### src/rtl/assert_macros.svh
// Assertion macros shared by the ring queue RTL
`ifndef ASSERT_MACROS_SVH
`define ASSERT_MACROS_SVH

// Concurrent property on clk, masked while arst_n is low
`define RCRQ_ASSERT(lbl, prop, msg) \
	lbl: assert property (@(posedge clk) disable iff (!arst_n) prop) else $error(msg);

// Condition that must never be seen on a clock edge
`define RCRQ_NEVER(lbl, expr, msg) \
	`RCRQ_ASSERT(lbl, !(expr), msg)

`endif

### src/rtl/rcrq_pkg.sv
// Types, constants and helpers for the reserve/commit ring queue
`default_nettype none

package rcrq_pkg;

	localparam int NUM_ENTRIES  = 64;
	localparam int HEADER_BYTES = 4;
	localparam int MAX_PAYLOAD  = 248;

	localparam int IDX_W   = $clog2(NUM_ENTRIES);
	localparam int CNT_W   = IDX_W + 1;
	localparam int LEN_W   = 8;
	localparam int SLOT_W  = 6;
	localparam int LOST_W  = 32;
	localparam int LEVEL_W = 7;

	typedef enum logic [2:0] {
		OP_ACQUIRE = 3'd0,
		OP_COMMIT  = 3'd1,
		OP_PEEK    = 3'd2,
		OP_RELEASE = 3'd3,
		OP_CLEAR   = 3'd4
	} op_t;

	typedef enum logic [1:0] {
		ST_OK      = 2'd0,
		ST_FULL    = 2'd1,
		ST_EMPTY   = 2'd2,
		ST_PENDING = 2'd3
	} status_t;

	typedef struct packed {
		logic [2:0]        op;
		logic [LEN_W-1:0]  request_len;
		logic [LEN_W-1:0]  commit_len;
		logic [SLOT_W-1:0] slot;
		logic [SLOT_W-1:0] peek_offset;
		logic              flush_req;
	} req_beat_t;

	typedef struct packed {
		logic [1:0]         status;
		logic [SLOT_W-1:0]  out_slot;
		logic [LEN_W-1:0]   out_len;
		logic [LOST_W-1:0]  lost_count;
		logic [LEVEL_W-1:0] fill_level;
		logic               flush_pending;
	} rsp_beat_t;

	// one slot record: committed bit and stored length including header
	typedef struct packed {
		logic             committed;
		logic [LEN_W-1:0] len;
	} slot_info_t;

	localparam int SLOT_INFO_W = $bits(slot_info_t);

	// result under way to the output stage, finished once the slot read returns
	typedef struct packed {
		rsp_beat_t res;
		logic      peek_hit;
		logic      entry_vld;
	} s1_t;

	function automatic logic [LEN_W-1:0] sat_payload(input logic [LEN_W:0] v);
		logic [LEN_W-1:0] r;
		if (v > (LEN_W+1)'(MAX_PAYLOAD))
			r = LEN_W'(MAX_PAYLOAD);
		else
			r = v[LEN_W-1:0];
		return r;
	endfunction

endpackage

`default_nettype wire

### src/rtl/rcrq_ram.sv
// Generic single-write, single-read RAM with registered read data
`default_nettype none

module rcrq_ram #(
	parameter int WIDTH = 8,
	parameter int DEPTH = 64
) (
	input  logic                     clk,
	input  logic                     we,
	input  logic [$clog2(DEPTH)-1:0] waddr,
	input  logic [WIDTH-1:0]         wdata,
	input  logic                     re,
	input  logic [$clog2(DEPTH)-1:0] raddr,
	output logic [WIDTH-1:0]         rdata
);

	logic [WIDTH-1:0] mem_q [DEPTH];
	logic [WIDTH-1:0] rdata_q;

	always_ff @(posedge clk) begin
		if (we)
			mem_q[waddr] <= wdata;
		if (re)
			rdata_q <= mem_q[raddr];
	end

	assign rdata = rdata_q;

endmodule

`default_nettype wire

### src/rtl/rcrq_core.sv
// Pointer, loss counter and flag bookkeeping; issues slot writes and peek reads
`default_nettype none
`include "assert_macros.svh"

module rcrq_core import rcrq_pkg::*; (
	input  logic             clk,
	input  logic             arst_n,
	input  logic             acc,
	input  req_beat_t        req,
	output logic             ram_we,
	output logic [IDX_W-1:0] ram_waddr,
	output slot_info_t       ram_wdata,
	output logic             ram_re,
	output logic [IDX_W-1:0] ram_raddr,
	output s1_t              s1_d
);

	logic [CNT_W-1:0]       head_q, tail_q, head_d, tail_d;
	logic [LOST_W-1:0]      lost_q, lost_d;
	logic                   flush_q, flush_d;
	logic [NUM_ENTRIES-1:0] vld_q;
	logic [CNT_W-1:0]       level;
	logic                   full;
	logic [LEN_W-1:0]       aligned;
	logic                   we_c, re_c, clr_c;
	logic [IDX_W-1:0]       peek_addr;

	assign level     = head_q - tail_q;
	assign full      = (level == CNT_W'(NUM_ENTRIES));
	assign aligned   = sat_payload(({1'b0, req.request_len} + (LEN_W+1)'(3)) &
		~(LEN_W+1)'(3));
	assign peek_addr = tail_q[IDX_W-1:0] + IDX_W'(req.peek_offset);

	always_comb begin
		head_d    = head_q;
		tail_d    = tail_q;
		lost_d    = lost_q;
		flush_d   = flush_q;
		we_c      = 1'b0;
		re_c      = 1'b0;
		clr_c     = 1'b0;
		ram_waddr = '0;
		ram_wdata = '0;
		ram_raddr = peek_addr;
		s1_d      = '0;
		s1_d.res.status = ST_OK;
		case (req.op)
			OP_ACQUIRE: begin
				if (full) begin
					s1_d.res.status = ST_FULL;
					if (lost_q != '1)
						lost_d = lost_q + LOST_W'(1);
				end else begin
					we_c                = 1'b1;
					ram_waddr           = head_q[IDX_W-1:0];
					ram_wdata.committed = 1'b0;
					ram_wdata.len       = aligned + LEN_W'(HEADER_BYTES);
					head_d              = head_q + CNT_W'(1);
					s1_d.res.out_slot   = SLOT_W'(head_q[IDX_W-1:0]);
					s1_d.res.out_len    = aligned;
				end
			end
			OP_COMMIT: begin
				flush_d             = flush_q | req.flush_req;
				we_c                = 1'b1;
				ram_waddr           = IDX_W'(req.slot);
				ram_wdata.committed = 1'b1;
				ram_wdata.len       = sat_payload({1'b0, req.commit_len}) +
					LEN_W'(HEADER_BYTES);
			end
			OP_PEEK: begin
				s1_d.res.lost_count = lost_q;
				lost_d              = '0;
				if (CNT_W'(req.peek_offset) >= level) begin
					s1_d.res.status = ST_EMPTY;
				end else begin
					re_c              = 1'b1;
					s1_d.res.out_slot = SLOT_W'(peek_addr);
					s1_d.peek_hit     = 1'b1;
					s1_d.entry_vld    = vld_q[peek_addr];
				end
			end
			OP_RELEASE: begin
				if (level == '0) begin
					s1_d.res.status = ST_EMPTY;
				end else begin
					we_c      = 1'b1;
					ram_waddr = IDX_W'(req.slot);
					tail_d    = tail_q + CNT_W'(1);
				end
			end
			OP_CLEAR: begin
				clr_c   = 1'b1;
				head_d  = '0;
				tail_d  = '0;
				lost_d  = '0;
				flush_d = 1'b0;
			end
			default: begin
			end
		endcase
		s1_d.res.fill_level    = LEVEL_W'(head_d - tail_d);
		s1_d.res.flush_pending = flush_d;
	end

	assign ram_we = acc & we_c;
	assign ram_re = acc & re_c;

	always_ff @(posedge clk or negedge arst_n) begin
		if (!arst_n) begin
			head_q  <= '0;
			tail_q  <= '0;
			lost_q  <= '0;
			flush_q <= 1'b0;
			vld_q   <= '0;
		end else if (acc) begin
			head_q  <= head_d;
			tail_q  <= tail_d;
			lost_q  <= lost_d;
			flush_q <= flush_d;
			// entries never written since clear read as uncommitted
			if (clr_c)
				vld_q <= '0;
			else if (we_c)
				vld_q[ram_waddr] <= 1'b1;
		end
	end

	`RCRQ_NEVER(a_level_range, level > CNT_W'(NUM_ENTRIES), "fill level above ring size")
	`RCRQ_ASSERT(a_full_no_adv, (acc && req.op == OP_ACQUIRE && full) |=> $stable(head_q), "head moved on overrun")
	`RCRQ_ASSERT(a_empty_no_rel, (acc && req.op == OP_RELEASE && level == '0) |=> $stable(tail_q), "tail moved on empty release")
	`RCRQ_ASSERT(a_clear_empty, (acc && req.op == OP_CLEAR) |=> (level == '0 && vld_q == '0), "clear left entries")

endmodule

`default_nettype wire

### src/rtl/rcrq_out.sv
// Merges slot read data into the pending result and holds the output register
`default_nettype none
`include "assert_macros.svh"

module rcrq_out import rcrq_pkg::*; (
	input  logic       clk,
	input  logic       arst_n,
	input  logic       acc,
	input  s1_t        s1_d,
	input  slot_info_t ram_rdata,
	input  logic       rsp_stall,
	output logic       busy,
	output logic       rsp_valid,
	output rsp_beat_t  rsp
);

	logic      s1_valid_q;
	s1_t       s1_q;
	logic      rsp_valid_q;
	rsp_beat_t rsp_q;
	rsp_beat_t fin;
	logic      s1_adv;
	logic      hit_committed;

	assign s1_adv = !rsp_valid_q || !rsp_stall;
	assign busy   = s1_valid_q && !s1_adv;

	assign hit_committed = s1_q.entry_vld & ram_rdata.committed;

	always_comb begin
		fin = s1_q.res;
		if (s1_q.peek_hit) begin
			if (hit_committed) begin
				fin.status  = ST_OK;
				fin.out_len = ram_rdata.len;
			end else begin
				fin.status  = ST_PENDING;
				fin.out_len = '0;
			end
		end
	end

	always_ff @(posedge clk or negedge arst_n) begin
		if (!arst_n) begin
			s1_valid_q  <= 1'b0;
			rsp_valid_q <= 1'b0;
		end else begin
			if (acc)
				s1_valid_q <= 1'b1;
			else if (s1_adv)
				s1_valid_q <= 1'b0;
			if (s1_adv)
				rsp_valid_q <= s1_valid_q;
		end
	end

	always_ff @(posedge clk) begin
		if (acc)
			s1_q <= s1_d;
		if (s1_adv && s1_valid_q)
			rsp_q <= fin;
	end

	assign rsp_valid = rsp_valid_q;
	assign rsp       = rsp_q;

	`RCRQ_ASSERT(a_hold_blocks_in, (s1_valid_q && rsp_valid_q && rsp_stall) |-> busy, "input open while both stages held")
	`RCRQ_NEVER(a_acc_when_busy, acc && busy, "beat accepted over a held stage")

endmodule

`default_nettype wire

### src/rtl/reserve_commit_ring_queue.sv
// Top level of the reserve/commit ring queue
// Slot bookkeeping for a ring of 64 slots. Each request beat (acquire, commit, peek,
// release or clear) gives exactly one response beat. A beat is accepted every cycle
// as long as the response side keeps up; after acceptance the result passes the
// stage-1 register, alongside the synchronous slot-record RAM read that peek needs,
// and then the output register. Head, tail, lost count and flush flag update at
// acceptance, and slot writes go to the RAM in the same cycle, so a peek right after
// a commit already sees it. Slot records are cleared by reset or clear through a
// per-slot valid bit, so no clearing pass is needed and the block is ready straight
// out of reset. req_stall rises only when a response is held by rsp_stall with a
// second one waiting behind it.
`default_nettype none

module reserve_commit_ring_queue import rcrq_pkg::*; (
	input  logic      clk,
	input  logic      arst_n,
	input  logic      req_valid,
	output logic      req_stall,
	input  req_beat_t req,
	output logic      rsp_valid,
	input  logic      rsp_stall,
	output rsp_beat_t rsp
);

	logic             acc;
	logic             busy;
	logic             ram_we, ram_re;
	logic [IDX_W-1:0] ram_waddr, ram_raddr;
	slot_info_t       ram_wdata, ram_rdata;
	s1_t              s1_d;

	assign req_stall = busy;
	assign acc       = req_valid && !busy;

	rcrq_core u_core (
		.clk       (clk),
		.arst_n    (arst_n),
		.acc       (acc),
		.req       (req),
		.ram_we    (ram_we),
		.ram_waddr (ram_waddr),
		.ram_wdata (ram_wdata),
		.ram_re    (ram_re),
		.ram_raddr (ram_raddr),
		.s1_d      (s1_d)
	);

	rcrq_ram #(
		.WIDTH (SLOT_INFO_W),
		.DEPTH (NUM_ENTRIES)
	) u_slot_ram (
		.clk   (clk),
		.we    (ram_we),
		.waddr (ram_waddr),
		.wdata (ram_wdata),
		.re    (ram_re),
		.raddr (ram_raddr),
		.rdata (ram_rdata)
	);

	rcrq_out u_out (
		.clk       (clk),
		.arst_n    (arst_n),
		.acc       (acc),
		.s1_d      (s1_d),
		.ram_rdata (ram_rdata),
		.rsp_stall (rsp_stall),
		.busy      (busy),
		.rsp_valid (rsp_valid),
		.rsp       (rsp)
	);

endmodule

`default_nettype wire
### config.mk
export PLATFORM = sky130hd
export DESIGN_NAME = reserve_commit_ring_queue
export DESIGN_NICKNAME = d
export VERILOG_FILES = /design/src/rtl/rcrq_pkg.sv /design/src/rtl/rcrq_ram.sv /design/src/rtl/rcrq_core.sv /design/src/rtl/rcrq_out.sv /design/src/rtl/reserve_commit_ring_queue.sv
export VERILOG_INCLUDE_DIRS = /design/src /design/src/rtl
export SDC_FILE = /design/constraint.sdc
export NUM_CORES = 1
export LEC_CHECK = 0
export BUFFER_PORTS_ARGS = -buffer_cell sky130_fd_sc_hd__clkbuf_2
export CAP_MARGIN = 20
export CORE_ASPECT_RATIO = 0.5
export CORE_MARGIN = 5
export CORE_UTILIZATION = 55
export CTS_BUF_LIST = sky130_fd_sc_hd__clkbuf_8 sky130_fd_sc_hd__clkbuf_16
export DETAILED_ROUTE_END_ITERATION = 8
export PLACE_DENSITY = 0.75
export SLEW_MARGIN = 30
export SYNTH_ARGS = -nofsm -noshare
export SYNTH_HDL_FRONTEND = slang
export SYNTH_HIERARCHICAL = 1
export SYNTH_SLANG_ARGS = --single-unit
### constraint.sdc
create_clock -name clk -period 5.92 [get_ports clk]
set_input_delay 0 -clock clk [delete_from_list [all_inputs] [get_ports clk]]
set_output_delay 0 -clock clk [all_outputs]
set_load 0.005 [all_outputs]
==> flow_metrics.env <==
export IMPL_fmax_ghz=0.195
export IMPL_synth_flop_cell="edfxtp_1"
export IMPL_synth_xor_area_share_pct=0.722
export IMPL_worst_r2r_setup_slack_ns=0.79
export IMPL_vias_per_cell=6.34
export IMPL_core_mm2=0.0611
export IMPL_cts_resized=0
export IMPL_cp_end_kind="register"
export IMPL_tns_ns=0
export IMPL_clockRootBuffer="clkbuf_16"
export IMPL_ant_nets=0
export IMPL_hold_path_cell_count=5
export IMPL_chipWidth_um=361
export IMPL_synth_fa_ha_area_share_pct=1.25
export IMPL_die_area_mm2=0.0671
export IMPL_ir_drop_uv=296
export IMPL_wl_per_cell_um=25.7
export IMPL_post_cts_buffers=0
export IMPL_cts_made_buffers=70
export IMPL_htreeDepth=3
export IMPL_relSlewSlack_pct=36.2
export IMPL_cp_data_required_time_ns=6.15
export IMPL_r2r_start="u_core/tail_q[0]"
export IMPL_synth_edf_count=699
export IMPL_yosys_top_cells_count="699 x edfxtp_1, 164 x mux4_2, 135 x nor2_1"
export IMPL_cts_buffer_depth=3
export IMPL_numClockSinks=812
export IMPL_worstMarginPinSlew_ns=0.952
export IMPL_synthCells=2032
export IMPL_netlist_area_mm2=0.0340
export IMPL_drt_first_pass_iters=6
export IMPL_yosysMostFrequentCell="edfxtp_1"
export IMPL_ys_top_cells_by_area="edfxtp_1 62%, mux4_2 11%, dfrtp_1 8.3%, nor2_1 1.5%, nand2_1 1.4%"
export IMPL_drt_initial_drc_count=2527
export IMPL_syn_avg_cell_area_um2=16.7
export IMPL_hp_class="in2reg"
export IMPL_die_h_um=186
export IMPL_rr_worst_depth=14
export IMPL_ios=94
export IMPL_critPathKind="reg2reg"
export IMPL_drv_cap=0
export IMPL_critPathLaunch="u_core/tail_q[0]"
export IMPL_min_period_ns=5.13
export IMPL_fillers=4136
export IMPL_total_power_uw=16400
export IMPL_synthMuxAreaShare_pct=12.5
export IMPL_syn_to_final_growth_pct=12.7
export IMPL_status="completed"
export IMPL_first_global_vias=19100
export IMPL_place_congestion=0.903
export IMPL_yosysUniqueCellTypes=84
export IMPL_crit_arrival_ns=5.36
export IMPL_synth_compound_area_share_pct=6.36
export IMPL_min_delay_start="req[23]"
export IMPL_setup_violations=0
export IMPL_synth_top_area_share_pct=61.8
export IMPL_drv_slew=0
export IMPL_cts_tree="built"
export IMPL_synth_ff_latch_count=812
export IMPL_yosys_area_top_type="edfxtp_1"
export IMPL_grt_pass1_wl_mm=119
export IMPL_grt_antenna_before_repair=1
export IMPL_crit_fanout=11
export IMPL_p_per_area_mw_per_mm2=429
export IMPL_synth_top_family_by_area="multiplexers"
export IMPL_nNetsFinal=2253
export IMPL_initial_core_util_pct=55.6
export IMPL_drc=0
export IMPL_ys_seq_area_share_pct=70.1
export IMPL_grt_use_total_pct=23.6
export IMPL_skew_ns=0.0396
export IMPL_overflow=0
export IMPL_p_leak_uw=0.0136
export IMPL_async_flop_share_pct=13.9
export IMPL_finalHoldViolations=0
export IMPL_wirelength_mm=79.0
export IMPL_grt_max_degree=69
export IMPL_finalCritPeriodShare_pct=86.7
export IMPL_place_hpwl_mm=49.1
export IMPL_yosys_warnings=6
export IMPL_rsz0062_at_grt="no"
export IMPL_crit_path_start_kind="register"
export IMPL_placementRows=64
export IMPL_port_buffers=93
export IMPL_drive_above_1_share_pct=22.3
export IMPL_clk_latency_ns=0.63
export IMPL_vias=19500
export IMPL_synthSimpleGateAreaFrac_pct=6.77
export IMPL_clkTransAtPathRegs_ns=0.06
-- repair_timing --
item | 4_1_cts | 5_1_grt
endpoints found under the setup margin | 0 | 0
hold buffers | 16 | 0
hold endpoints to repair | 56 | 0
-- state kept, by name, indices dropped and copies added, names as in the netlist --
signal	cells
u_slot_ram/mem_q	576
u_core/vld_q	64
u_out/rsp	56
u_out/fin	46
u_core/lost_q	32
u_out/s1_q	12
u_slot_ram/rdata	9
u_core/head_q	7
u_core/tail_q	7
u_core/flush_q	1
u_out/rsp_valid	1
u_out/s1_valid_q	1
-- cell usage in the layout, fill, tap and decap left out, types with 7 or more instances in the layout --
cell type and instances:
a21o_1 10, a21oi_1 42, a22o_1 25, a22oi_1 21, a31oi_1 11, and2_1 19, and3_1 47, buf_4 80
bufinv_16 11, clkbuf_16 71, clkbuf_2 92, clkinv_1 13, dfrtp_1 113, dlygate4sd3_1 15, edfxtp_1 699, ha_1 28
inv_1 59, mux2_2 8, mux2i_1 26, mux4_1 8, mux4_2 164, nand2_1 125, nand2b_1 13, nand3_1 38
nand4_1 18, nor2_1 135, nor2b_1 18, nor3_1 13, o211ai_1 8, o21a_1 7, o21ai_0 78, o21ai_1 19
o21ai_2 8, o22ai_1 18, o31ai_1 20, xnor2_1 11, xor2_1 13
-- per-stage QoR --
step / cells / cell area (µm²) / util [%] / hold WS [ns] / setup slack [ns]
after floorplan: 2033 / 34000 / - / -0.296 / 0.303
after global placement: 2922 / 35700 / 58.4 / 0.0540 / 0.807
after detailed placement: 2922 / 35700 / 58.4 / 0.0481 / 0.797
after CTS: 3067 / 38300 / 62.6 / 0.0462 / 0.765
after global routing: 3068 / 38300 / 62.7 / 0.103 / 0.531
final: 3069 / 38300 / 62.7 / 0.0857 / 0.788
-- critical path, cell delays in order (launching register included) --
cell       delay [ns]
dfrtp_1          0.52
ha_1             0.24
inv_1            0.06
fa_1             0.40
a211o_1          0.34
nand2_1          0.10
o21ai_1          0.13
o2111ai_2        0.23
and2_1           0.54
nor2_1           0.10
a2111oi_2        0.42
buf_4            0.24
nor2b_1          0.27
nand2_1          0.42
nor2_1           0.74
-- metal layers --
| layer | global-route usage, % | up-vias | wire, µm | part of all wire (%) |
|---|---|---|---|---|
| met4 | 7.54 | 2 | 2350 | 3.0 |
| li1 | - | 8345 | - | - |
| met5 | 0.560 | - | 50 | 0.063 |
| met3 | 5.44 | 153 | 7070 | 9.0 |
| met1 | 32.7 | 9973 | 31600 | 40 |
| met2 | 37.8 | 995 | 37900 | 48 |
-- cell type report --
type / instances / area (µm²) / share of cell area (%)
repair buffers: 192 / 1320 / 3.44
clock inverters: 56 / 594 / 1.55
well taps: 825 / 1030 / 2.70
clock buffers: 73 / 1800 / 4.71
flip-flops and latches: 812 / 23800 / 62.2
inverters: 47 / 176 / 0.461
diodes: 2 / 5.00 / 0.0131
multi-input cells: 1062 / 9530 / 24.9
-- worst paths after layout --
| check | endpoint |
|---|---|
| hold / removal | u_out/s1_q[44] |
| min in group asynchronous | u_core/vld_q[10] |
| setup / recovery | u_slot_ram/mem_q[18][6] |
| setup reg to reg | u_slot_ram/mem_q[18][6] |
| hold reg to reg | u_out/rsp[28] |
| max in group asynchronous | u_core/tail_q[5] |
-- logic make-up after synthesis --
family          Yosys count
compound gates          322
xor+xnor                 28
fa+ha+maj                32
buf+inv                 159
flops                   812
mux                     206
other cells               1
simple gates            472
-- where the power goes --
part / leakage [µW] / switching [µW] / internal, µW
clock network: 0.00123 / 2070 / 2720
logic: 0.00436 / 2890 / 2130
registers: 0.00803 / 143 / 6470
No activity file was read; power rests on OpenSTA's default activity.
